==> src/rtl/core/crrd_pkg.sv <==
`default_nettype none
package crrd_pkg;

  localparam int MAX_DIM_DEFAULT = 2048;

  localparam int PIX_W       = 8;
  localparam int DIM_CFG_W   = 12;
  localparam int MARGIN_W    = 8;
  localparam int TARGET_W    = 2;
  localparam int NREG_W      = 2;
  localparam int COUNT_W     = 22;
  localparam int CFG_ADDR_W  = 3;
  localparam int CFG_DATA_W  = 12;
  localparam int IN_TDATA_W  = 24;
  localparam int OUT_TDATA_W = 8;

  localparam logic [COUNT_W-1:0] COUNT_MAX = {COUNT_W{1'b1}};

  localparam logic [DIM_CFG_W-1:0] WIDTH_RST     = 12'd640;
  localparam logic [DIM_CFG_W-1:0] HEIGHT_RST    = 12'd480;
  localparam logic [MARGIN_W-1:0]  HMARGIN_RST   = 8'd32;
  localparam logic [MARGIN_W-1:0]  VMARGIN_RST   = 8'd32;
  localparam logic [PIX_W-1:0]     THRESHOLD_RST = 8'd60;
  localparam logic [TARGET_W-1:0]  TARGET_RST    = 2'd1;
  localparam logic [MARGIN_W-1:0]  FRACTION_RST  = 8'd64;

  typedef enum logic [CFG_ADDR_W-1:0] {
    CFG_IMAGE_WIDTH    = 3'd0,
    CFG_IMAGE_HEIGHT   = 3'd1,
    CFG_HORIZ_MARGIN   = 3'd2,
    CFG_VERT_MARGIN    = 3'd3,
    CFG_BASE_THRESHOLD = 3'd4,
    CFG_TARGET_REGIONS = 3'd5,
    CFG_RED_FRACTION   = 3'd6
  } cfg_idx_t;

  typedef enum logic [1:0] {
    ST_IDLE  = 2'd0,
    ST_COUNT = 2'd1,
    ST_MUL   = 2'd2,
    ST_JUDGE = 2'd3
  } state_t;

  typedef enum logic [1:0] {
    CLS_NONE  = 2'd0,
    CLS_RED   = 2'd1,
    CLS_GREEN = 2'd2,
    CLS_BLUE  = 2'd3
  } pix_class_t;

  typedef struct packed {
    logic load;
    logic count;
    logic mul;
    logic judge;
  } dp_cmd_t;

  typedef struct packed {
    logic eof;
  } dp_status_t;

endpackage
`default_nettype wire

==> src/rtl/core/crrd_ctrl.sv <==
`default_nettype none
module crrd_ctrl (
  input  wire logic                clk,
  input  wire logic                rst_n,
  input  wire logic                in_tvalid,
  output logic                     in_tready,
  output logic                     out_tvalid,
  input  wire logic                out_tready,
  input  wire crrd_pkg::dp_status_t status,
  output crrd_pkg::dp_cmd_t        cmd
);
  import crrd_pkg::*;

  state_t state_r, state_nxt;
  logic   out_valid_r, out_valid_nxt;
  logic   out_free;

  assign out_free = !out_valid_r || out_tready;

  always_ff @(posedge clk) begin
    if (!rst_n) begin
      state_r     <= ST_IDLE;
      out_valid_r <= 1'b0;
    end else begin
      state_r     <= state_nxt;
      out_valid_r <= out_valid_nxt;
    end
  end

  always_comb begin
    state_nxt = state_r;
    unique case (state_r)
      ST_IDLE:  if (in_tvalid) state_nxt = ST_COUNT;
      ST_COUNT: state_nxt = status.eof ? ST_MUL : ST_IDLE;
      ST_MUL:   state_nxt = ST_JUDGE;
      ST_JUDGE: if (out_free) state_nxt = ST_IDLE;
      default:  state_nxt = ST_IDLE;
    endcase
  end

  always_comb begin
    cmd           = '0;
    in_tready     = 1'b0;
    out_valid_nxt = out_valid_r && !out_tready;
    unique case (state_r)
      ST_IDLE: begin
        in_tready = 1'b1;
        cmd.load  = in_tvalid;
      end
      ST_COUNT: cmd.count = 1'b1;
      ST_MUL:   cmd.mul   = 1'b1;
      ST_JUDGE: begin
        cmd.judge = out_free;
        if (out_free) out_valid_nxt = 1'b1;
      end
      default: cmd = '0;
    endcase
  end

  assign out_tvalid = out_valid_r;

endmodule
`default_nettype wire

==> src/rtl/core/crrd_dp.sv <==
`default_nettype none
module crrd_dp #(
  parameter int MAX_DIM = crrd_pkg::MAX_DIM_DEFAULT
) (
  input  wire logic                                clk,
  input  wire logic                                rst_n,
  input  wire logic                                cfg_we,
  input  wire logic [crrd_pkg::CFG_ADDR_W-1:0]     cfg_addr,
  input  wire logic [crrd_pkg::CFG_DATA_W-1:0]     cfg_wdata,
  input  wire logic [crrd_pkg::IN_TDATA_W-1:0]     in_tdata,
  input  wire logic                                in_tlast,
  output logic [crrd_pkg::OUT_TDATA_W-1:0]         out_tdata,
  input  wire crrd_pkg::dp_cmd_t                   cmd,
  output crrd_pkg::dp_status_t                     status
);
  import crrd_pkg::*;

  localparam int DW   = $clog2(MAX_DIM + 1);
  localparam int CW   = $clog2(MAX_DIM);
  localparam int EW   = (DIM_CFG_W > DW) ? DIM_CFG_W : DW;
  localparam int PW   = MARGIN_W + DW;
  localparam int AW   = 2 * CW;
  localparam int FW   = AW + MARGIN_W;
  localparam int RW   = COUNT_W + 8;
  localparam int CMPW = (RW > FW) ? RW : FW;

  // configuration registers
  logic [DIM_CFG_W-1:0] width_r, height_r;
  logic [MARGIN_W-1:0]  hmargin_r, vmargin_r, fraction_r;
  logic [PIX_W-1:0]     threshold_r;
  logic [TARGET_W-1:0]  target_r;

  always_ff @(posedge clk) begin
    if (!rst_n) begin
      width_r     <= WIDTH_RST;
      height_r    <= HEIGHT_RST;
      hmargin_r   <= HMARGIN_RST;
      vmargin_r   <= VMARGIN_RST;
      threshold_r <= THRESHOLD_RST;
      target_r    <= TARGET_RST;
      fraction_r  <= FRACTION_RST;
    end else if (cfg_we) begin
      unique case (cfg_addr)
        CFG_IMAGE_WIDTH:    width_r     <= cfg_wdata;
        CFG_IMAGE_HEIGHT:   height_r    <= cfg_wdata;
        CFG_HORIZ_MARGIN:   hmargin_r   <= cfg_wdata[MARGIN_W-1:0];
        CFG_VERT_MARGIN:    vmargin_r   <= cfg_wdata[MARGIN_W-1:0];
        CFG_BASE_THRESHOLD: threshold_r <= cfg_wdata[PIX_W-1:0];
        CFG_TARGET_REGIONS: target_r    <= cfg_wdata[TARGET_W-1:0];
        CFG_RED_FRACTION:   fraction_r  <= cfg_wdata[MARGIN_W-1:0];
        default: ;
      endcase
    end
  end

  // frame geometry, registered off the config
  logic [DW-1:0] w_cl, h_cl;
  logic [EW-1:0] wx, hx;
  logic [PW-1:0] rw_prod, rh_prod;
  logic [DW-1:0] w_r, h_r;
  logic [CW-1:0] rw_r, rh_r;
  logic [AW-1:0] area_r;
  logic [FW-1:0] frac_prod_r;

  always_comb begin
    wx = EW'(width_r);
    hx = EW'(height_r);
    priority if (wx == '0) w_cl = DW'(1);
    else if (wx > EW'(MAX_DIM)) w_cl = DW'(MAX_DIM);
    else w_cl = DW'(wx);
    priority if (hx == '0) h_cl = DW'(1);
    else if (hx > EW'(MAX_DIM)) h_cl = DW'(MAX_DIM);
    else h_cl = DW'(hx);
  end

  assign rw_prod = PW'(hmargin_r) * PW'(w_cl);
  assign rh_prod = PW'(vmargin_r) * PW'(h_cl);

  always_ff @(posedge clk) begin
    w_r    <= w_cl;
    h_r    <= h_cl;
    rw_r   <= rw_prod[MARGIN_W +: CW];
    rh_r   <= rh_prod[MARGIN_W +: CW];
    area_r <= AW'(rw_r) * AW'(rh_r);
    if (cmd.mul) frac_prod_r <= FW'(fraction_r) * FW'(area_r);
  end

  // pixel holding register
  logic [PIX_W-1:0] pb_r, pg_r, pr_r;
  logic             eof_r;

  always_ff @(posedge clk) begin
    if (cmd.load) begin
      pb_r  <= in_tdata[0 +: PIX_W];
      pg_r  <= in_tdata[PIX_W +: PIX_W];
      pr_r  <= in_tdata[2*PIX_W +: PIX_W];
      eof_r <= in_tlast;
    end
  end

  assign status.eof = eof_r;

  // classify and locate
  pix_class_t    cls;
  logic [CW-1:0] col_r, row_r, col_nxt, row_nxt;
  logic [CW:0]   col_inc, row_inc;
  logic [DW-1:0] w_lo, h_lo;
  logic [1:0]    in_region;

  always_comb begin
    cls = CLS_NONE;
    priority if (pr_r >= pg_r && pr_r >= pb_r) begin
      if (pr_r > threshold_r) cls = CLS_RED;
    end else if (pg_r >= pb_r) begin
      if (pg_r > threshold_r) cls = CLS_GREEN;
    end else begin
      if (pb_r > threshold_r) cls = CLS_BLUE;
    end
  end

  assign w_lo = w_r - DW'(rw_r);
  assign h_lo = h_r - DW'(rh_r);

  assign in_region[0] = (col_r < rw_r) && (row_r < rh_r);
  assign in_region[1] = (DW'(col_r) >= w_lo) && (DW'(col_r) < w_r) &&
                        (DW'(row_r) >= h_lo) && (DW'(row_r) < h_r);

  assign col_inc = {1'b0, col_r} + (CW+1)'(1);
  assign row_inc = {1'b0, row_r} + (CW+1)'(1);

  always_comb begin
    col_nxt = col_inc[CW-1:0];
    row_nxt = row_r;
    if (col_inc >= (CW+1)'(w_r)) begin
      col_nxt = '0;
      row_nxt = (row_inc >= (CW+1)'(h_r)) ? '0 : row_inc[CW-1:0];
    end
  end

  // per-region counters, saturating
  logic [COUNT_W-1:0] red_cnt_r[2], green_cnt_r[2], blue_cnt_r[2];

  always_ff @(posedge clk) begin
    if (!rst_n || cmd.judge) begin
      col_r <= '0;
      row_r <= '0;
      for (int k = 0; k < 2; k++) begin
        red_cnt_r[k]   <= '0;
        green_cnt_r[k] <= '0;
        blue_cnt_r[k]  <= '0;
      end
    end else if (cmd.count) begin
      col_r <= col_nxt;
      row_r <= row_nxt;
      for (int k = 0; k < 2; k++) begin
        if (in_region[k]) begin
          unique case (cls)
            CLS_RED:
              if (red_cnt_r[k] != COUNT_MAX) red_cnt_r[k] <= red_cnt_r[k] + 1'b1;
            CLS_GREEN:
              if (green_cnt_r[k] != COUNT_MAX) green_cnt_r[k] <= green_cnt_r[k] + 1'b1;
            CLS_BLUE:
              if (blue_cnt_r[k] != COUNT_MAX) blue_cnt_r[k] <= blue_cnt_r[k] + 1'b1;
            default: ;
          endcase
        end
      end
    end
  end

  // frame decision
  logic [1:0]        reg_red;
  logic [NREG_W-1:0] n_red;
  logic              is_red_r;
  logic [NREG_W-1:0] n_red_r;

  always_comb begin
    for (int k = 0; k < 2; k++) begin
      reg_red[k] = (red_cnt_r[k] > green_cnt_r[k]) && (red_cnt_r[k] > blue_cnt_r[k]) &&
                   (CMPW'({red_cnt_r[k], 8'd0}) > CMPW'(frac_prod_r));
    end
  end

  assign n_red = NREG_W'(reg_red[0]) + NREG_W'(reg_red[1]);

  always_ff @(posedge clk) begin
    if (cmd.judge) begin
      is_red_r <= (n_red >= NREG_W'(target_r));
      n_red_r  <= n_red;
    end
  end

  assign out_tdata = {{(OUT_TDATA_W-NREG_W-1){1'b0}}, n_red_r, is_red_r};

endmodule
`default_nettype wire

==> src/rtl/core/corner_region_red_dominance.sv <==
`default_nettype none
// channel  dir  handshake                 payload
// in_      in   in_tvalid / in_tready     in_tdata: blue, green, red; in_tlast: end_of_frame
// out_     out  out_tvalid / out_tready   out_tdata: is_red_card, red_region_count
// cfg_     in   cfg_we                    cfg_addr, cfg_wdata
//
// a pixel beat is latched, then the per-region counters are updated; only then is the input ready again
// an end-of-frame beat goes through count, fraction multiply, then compare and load
// the output register holds the result, so the next frame starts while it waits
// a stalled result only holds the block once a second result is ready to load
// rst_n is synchronous: counters, position and config registers return to their defaults
module corner_region_red_dominance #(
  parameter int MAX_DIM = crrd_pkg::MAX_DIM_DEFAULT
) (
  input  wire logic                            clk,
  input  wire logic                            rst_n,
  input  wire logic                            cfg_we,
  input  wire logic [crrd_pkg::CFG_ADDR_W-1:0] cfg_addr,
  input  wire logic [crrd_pkg::CFG_DATA_W-1:0] cfg_wdata,
  input  wire logic                            in_tvalid,
  output logic                                 in_tready,
  input  wire logic [crrd_pkg::IN_TDATA_W-1:0] in_tdata,   // blue, green, red
  input  wire logic                            in_tlast,
  output logic                                 out_tvalid,
  input  wire logic                            out_tready,
  output logic [crrd_pkg::OUT_TDATA_W-1:0]     out_tdata   // is_red_card, red_region_count, zero pad
);
  import crrd_pkg::*;

  dp_cmd_t    cmd;
  dp_status_t status;

  crrd_ctrl u_ctrl (
    .clk        (clk),
    .rst_n      (rst_n),
    .in_tvalid  (in_tvalid),
    .in_tready  (in_tready),
    .out_tvalid (out_tvalid),
    .out_tready (out_tready),
    .status     (status),
    .cmd        (cmd)
  );

  crrd_dp #(.MAX_DIM(MAX_DIM)) u_dp (
    .clk       (clk),
    .rst_n     (rst_n),
    .cfg_we    (cfg_we),
    .cfg_addr  (cfg_addr),
    .cfg_wdata (cfg_wdata),
    .in_tdata  (in_tdata),
    .in_tlast  (in_tlast),
    .out_tdata (out_tdata),
    .cmd       (cmd),
    .status    (status)
  );

endmodule
`default_nettype wire

==> config.mk <==
export PLATFORM = sky130hd
export DESIGN_NAME = corner_region_red_dominance
export DESIGN_NICKNAME = d
export VERILOG_FILES = /design/src/rtl/core/crrd_pkg.sv /design/src/rtl/core/crrd_ctrl.sv /design/src/rtl/core/crrd_dp.sv /design/src/rtl/core/corner_region_red_dominance.sv
export SDC_FILE = /design/constraint.sdc
export NUM_CORES = 2
export LEC_CHECK = 0
export BUFFER_PORTS_ARGS = -buffer_cell sky130_fd_sc_hd__buf_2
export CORE_MARGIN = 2
export CORE_UTILIZATION = 35
export CTS_BUF_LIST = sky130_fd_sc_hd__clkbuf_8
export DETAILED_ROUTE_END_ITERATION = 7
export GPL_TIMING_DRIVEN = 0
export PLACE_DENSITY = 0.54
export RECOVER_POWER = 100
export SETUP_SLACK_MARGIN = 0.05
export SLEW_MARGIN = 20
export SYNTH_ARGS = -nofsm -noshare
export SYNTH_HDL_FRONTEND = slang
export SYNTH_SLANG_ARGS = --single-unit
export TNS_END_PERCENT = 5
==> constraint.sdc <==
create_clock -name clk -period 13.9 [get_ports clk]
set_clock_uncertainty 0.1 [all_clocks]
set_input_delay 0.695 -clock clk [delete_from_list [all_inputs] [get_ports clk]]
set_output_delay 0.695 -clock clk [all_outputs]
set_load 0.01 [all_outputs]
* Yosys cells after proc, flatten, opt, wreduce, memory -nomap -nowiden
Memories as Yosys holds them, arrays and structs flattened.
Cells that the tools add are included.
** Operators by class
- Add/subtract/negate cells :: 11
- Multiply operators :: 4
- $lt $le $gt $ge :: 23
- Eq/ne operators :: 20
- Mux-type cells :: 66
- Bitwise gates (word level) :: 6
- Reductions and logical operators :: 28
** Operators by type and width (number)
- $add A22 B1 Y22 const B :: 6
- $mux W22 :: 6
- $ne A22 B22 Y1 const B :: 6
- $gt A22 B22 Y1 :: 4
- $gt A30 B30 Y1 :: 2
- $mux W12 :: 4
- $mux W1 :: 46
- $mul A8 B12 Y19 :: 2
- $mul A8 B22 Y30 :: 1
- $add A11 B1 Y12 const B :: 2
- $ge A11 B12 Y1 :: 2
- $ge A12 B12 Y1 :: 2
- $ge A8 B8 Y1 :: 3
- $gt A12 B12 Y1 const B :: 2
- $gt A8 B8 Y1 :: 3
- $logic_not A12 Y1 :: 2
- $lt A11 B12 Y1 :: 2
- $sub A12 B11 Y12 :: 2
- $lt A11 B11 Y1 :: 2
- $mul A11 B11 Y22 :: 1
- $mux W11 :: 2
- $reduce_and A2 Y1 :: 9
- $mux W2 :: 7
- $logic_and A1 B1 Y1 :: 10
- 15 further kinds :: 30
** Storage, ports and cells
- Flip-flop bits (word level) :: 209
- Bits in writable memories :: 132
- Input port bits :: 45
- Memories :: 3
** Memories
- u_dp.blue_cnt_r :: depth 2, width 22, read ports 2, clocked after Yosys merged registers in 0, wr ports 2, line crrd_dp.sv:141 : logic [COUNT_W-1:0] red_cnt_r[2], green_cnt_r[2], blue_cnt_r[2];
- u_dp.green_cnt_r :: depth 2, width 22, read ports 2, clocked after Yosys merged registers in 0, wr ports 2, line crrd_dp.sv:141
- u_dp.red_cnt_r :: depth 2, width 22, read ports 2, clocked after Yosys merged registers in 0, wr ports 2, line crrd_dp.sv:141

* Logic depth before layout (Yosys ltp)
- Word-level depth :: 11
- Mapped depth :: 23

* Modules after synthesis
From an unflattened synthesis, not the netlist that was laid out.
** Second synthesis, totals
- Cells, all modules :: 3857
- Area, all modules :: 35496.5 um^2
** By module, submodules not included
- crrd_dp :: instances 1, cells each 3839, area an instance 35350.2 um^2
- crrd_ctrl :: instances 1, cells each 18, area an instance 146.4 um^2

* Worst setup path after synthesis
No wires, ideal clock.
- Path kind :: register to register
- Start point :: register u_dp.rw_r[2]
- End point :: memory u_dp.blue_cnt_r[1][0] (netlist: u_dp.blue_cnt_r[0][22]) (enable)
- Arrival :: 5.276 ns
- Required time :: 13.368 ns
- Setup slack :: 8.092 ns
- Stages on the path, launching flop included :: 22
- Period minus slack after synthesis :: 5.808 ns
- Path through :: dfxtp_1 -> clkbuf_1 -> inv_1 -> ha_1 -> a21o_1 -> a21oi_1 -> o21bai_1 -> a21oi_1 -> o21bai_1 -> a21oi_1 -> o21bai_1 -> a21oi_1 -> xor2_1 -> ha_1 -> inv_1 -> a21oi_1 -> o22ai_1 -> a2111oi_0 -> nand4_1 -> a2111oi_4 -> nand2_1 -> o21ai_0
** RTL lines
- from (decl) :: line crrd_dp.sv:61 : logic [CW-1:0] rw_r, rh_r;
- from (signal assigned) :: line crrd_dp.sv:82 : rw_r <= rw_prod[MARGIN_W +: CW];
- to (decl) :: line crrd_dp.sv:141

==> metrics.md <==
| Metric | Value |
|---|---|
| Crit Path Category | `reg -> reg` |
| Routed WL | `93500 µm` |
| Fmax | `104 MHz` |
| Residual DRC | `0` |
| Max clock buf depth | `3` |
| Setup TNS | `0 ps` |
| Vias in the first global route | `26867` |
| CTS Buf Count | `69` |
| IO Pins | `55` |
| CP max stage cell | `a2111oi_0` |
| Area added between synthesis and finish | `9.31%` |
| Total gr overflow | `0` |
| TritonCTS clock tree | `done` |
| Die Ht | `323 µm` |
| VDD IR max | `0.0612 mV` |
| Initial core utilization | `0.354` |
| Syn Inst Count | `3873` |
| Final Cycle Share | `0.689` |
| CP max stage delay | `3360 ps` |
| Synth top area share | `0.179` |
| Setup violators final | `0` |
| Hpwl dp | `75400 µm` |
| Worst endpoint required time | `14110 ps` |
| Buffers on Ports | `48` |
| Yosys cell types | `73` |
| Tightest Hold Check Type | `in -> reg` |
| Yosys reg bits | `341` |
| Max Slew Vio Count | `55` |
| Initial antenna violation count | `5` |
| Flop2flop setup slack | `4330 ps` |
| Relative slew slack | `-2.03` |
| Drt first pass iters | `5` |
| Worst path arrival time | `9780 ps` |
| Leading cell type in the layout, fill and taps excluded | `inv_1` |
| Violated checks | `max-capacitance violations, max-slew violations` |
| Die area | `104000 µm²` |
| # Post-CTS Setup Buffers | `0` |
| Fraction of layout cells with a size suffix above 1 | `0.0397` |
| Final core occ | `0.387` |
| Critical Path Start Type | `flip-flop` |
| Initial DRC count | `1312` |
| Avg Vias per Cell | `4.92` |
| Synth area leader | `fa_1` |
| Mux cell area share after synthesis | `0.000564` |
| Pin count of the biggest net entering global routing | `27` |
| Largest family of logic cells by synthesized area | `adder cells` |
| Fin crit period | `9570 ps` |
| Max Fanout on Critical Path | `22` |
| CTS-repair resized insts | `0` |
| Total global-route track usage | `0.184` |
| # rows | `116` |
| Adder-Cell Fraction of Synth Area | `0.349` |
| Reg-to-reg startpoint | `u_dp.rw_r[2]` |
| Unrepaired setup endpoints after global routing | `no` |
| CP endpoint kind | `flip-flop` |
| Fraction of registers with async set/reset | `0` |
| ANT nets after route | `0` |
| Simple-gate area share of the yosys netlist | `0.175` |
| Syn_area_per_cell | `9.17 µm²` |
| DR vias | `26643` |
| Origin of the worst setup path | `u_dp.rw_r[2]` |
| Top post-synthesis cells by area | `fa_1 18%, ha_1 17%, edfxtp_1 16%` |
| Post-synth EDFFs | `190` |
| Die X | `323 µm` |
| Highest-count cells in the layout ignoring fill and taps | `594 x inv_1, 481 x ha_1, 450 x nand2_1` |
| First-pass GRT wire length | `150000 µm` |
| Hold_sp | `in_tdata[22]` |
| Max cap viols | `3` |
| WL/cell | `17.3 µm` |
| Worst path cell trace | `clkbuf_1, inv_1, ha_1, a21o_1, a21oi_1, o21bai_1, a21oi_1, o21bai_1, a21oi_1, o21bai_1, a21oi_1, xor2_1, ha_1, inv_1, a21oi_1, o22ai_1, a2111oi_0, nand4_1, a2111oi_0, nand3_4, clkbuf_1, nand2_1` |
| Synth warnings | `0` |
| Synth Flop Type | `edfxtp_1` |
| Area fraction in compound gates after synthesis | `0.0987` |
| Post-Syn Area | `35500 µm²` |
| CTS clk-pin slew, worst paths | `60 ps` |
| Routability cong. | `0.844` |
| Post-synthesis xor/xnor area fraction | `0.0560` |
| Seq/Total Area, Yosys | `0.246` |
| Final hold violation count | `0` |
| LEAKAGE | `18.2 nW` |
| Worst skew pair latency | `700 ps` |
| Nets | `4843` |
| Total power | `3.24 mW` |
| Worst hold slack | `68.3 ps` |
| Pwr/cell area | `83.6 nW/µm²` |
| Outcome | `complete, but fails checks` |
| Pin slew with the least headroom to its limit | `4440 ps` |
| Worst path most repeated cell | `a21oi_1` |
| Hold buffers post-CTS | `0` |
| Htree depth | `3` |
| CTS sink cnt | `341` |
| Core box area | `100000 µm²` |
| CTS Root Cell | `clkbuf_8` |
-- cells by family after synthesis --
group	Yosys count
compound gates	544
xor+xnor	227
fa+ha+maj	799
buf+inv	693
flops	341
mux	2
other cells	1
simple gates	1266
-- cell usage after synthesis, types with 4 or more instances --
master    count
nand2_1     450
buf_2         8
a211oi_1     14
nor2b_1      56
a21oi_1     192
inv_1       571
a21boi_0     49
a211o_1       4
clkbuf_1    101
buf_4         8
nand4_1      51
o21a_1       35
nor3_1       80
xnor2_1     173
o21ai_0      77
a21o_1       82
and2_1      222
nor4_1       22
edfxtp_1    190
nor2_1      176
nand2b_1     31
nor3_2       11
and3_1       34
and4_1        5
nand3b_1      8
ha_1        481
dfxtp_1     151
or3_1         8
xor2_1       54
fa_1        318
or4_1         5
o31ai_1       5
o211ai_1     15
a31oi_1       8
nand3_1      98
a311oi_1      7
o21bai_1     14
-- report_power, final --
part / internal (mW) / leakage [nW] / switching [mW]
clock: 0.577 / 0.809 / 0.496
sequential: 1.14 / 3.12 / 0.0920
combinational: 0.384 / 14.3 / 0.556
total: 2.10 / 18.2 / 1.14
-- layer usage --
layer | up-vias | part of all wire | GRT usage
met5 | - | 0 | 0
met4 | 0 | 0.023 | 0.0480
met3 | 142 | 0.038 | 0.0210
met2 | 465 | 0.46 | 0.299
met1 | 12958 | 0.48 | 0.258
li1 | 13078 | - | -
-- registers in the layout, summed over array words and instances (netlist names), 12 cells and up, named ones only --
name and flops:
u_dp.blue_cnt_r 44, u_dp.green_cnt_r 44, u_dp.red_cnt_r 44, u_dp.frac_prod_r 30
u_dp.area_r 22, u_dp.h_r 12, u_dp.height_r 12, u_dp.w_r 12
u_dp.width_r 12
-- cell type report --
type / count / area, µm²
fillers: 10193 / 61500
multi-input cells: 2843 / 24100
flip-flops and latches: 341 / 8730
inverters: 574 / 2150
well taps: 1357 / 1700
clock buffers: 81 / 1110
plain buffers: 119 / 469
clock inverters: 45 / 302
repair buffers: 51 / 240
diodes: 2 / 5.00
-- worst max-delay path: cells and delay by family (launching register included) --
| kind | cells | cell delay [ps] |
|---|---|---|
| AND/OR/NAND/NOR | 3 | 1600 |
| XOR/XNOR | 1 | 90 |
| adder cells (fa/ha/maj) | 2 | 660 |
| buffers and inverters | 4 | 1090 |
| AO/OA/AOI/OAI | 12 | 5310 |
| flip-flops | 1 | 310 |
-- worst paths after layout --
check | to | cells after the start
worst max-delay path | u_dp.green_cnt_r[0][28] | 22
worst min-delay path | u_dp.pr_r[6] | 1
worst max register to register | u_dp.green_cnt_r[0][28] | 22
worst min register to register | u_dp.width_r[0] | 2
-- stage by stage --
| stage | setup slack, ps | instance area (µm²) | instances |
|---|---|---|---|
| finish | 4330 | 38800 | 5413 |
| global route | 3410 | 38800 | 5413 |
| CTS | 7100 | 39000 | 5411 |
| detailed placement | 7100 | 37500 | 5285 |
| global placement | 6060 | 37500 | 5282 |
| floorplan | 8090 | 35500 | 3877 |
Power figures use the tool's default switching activity.
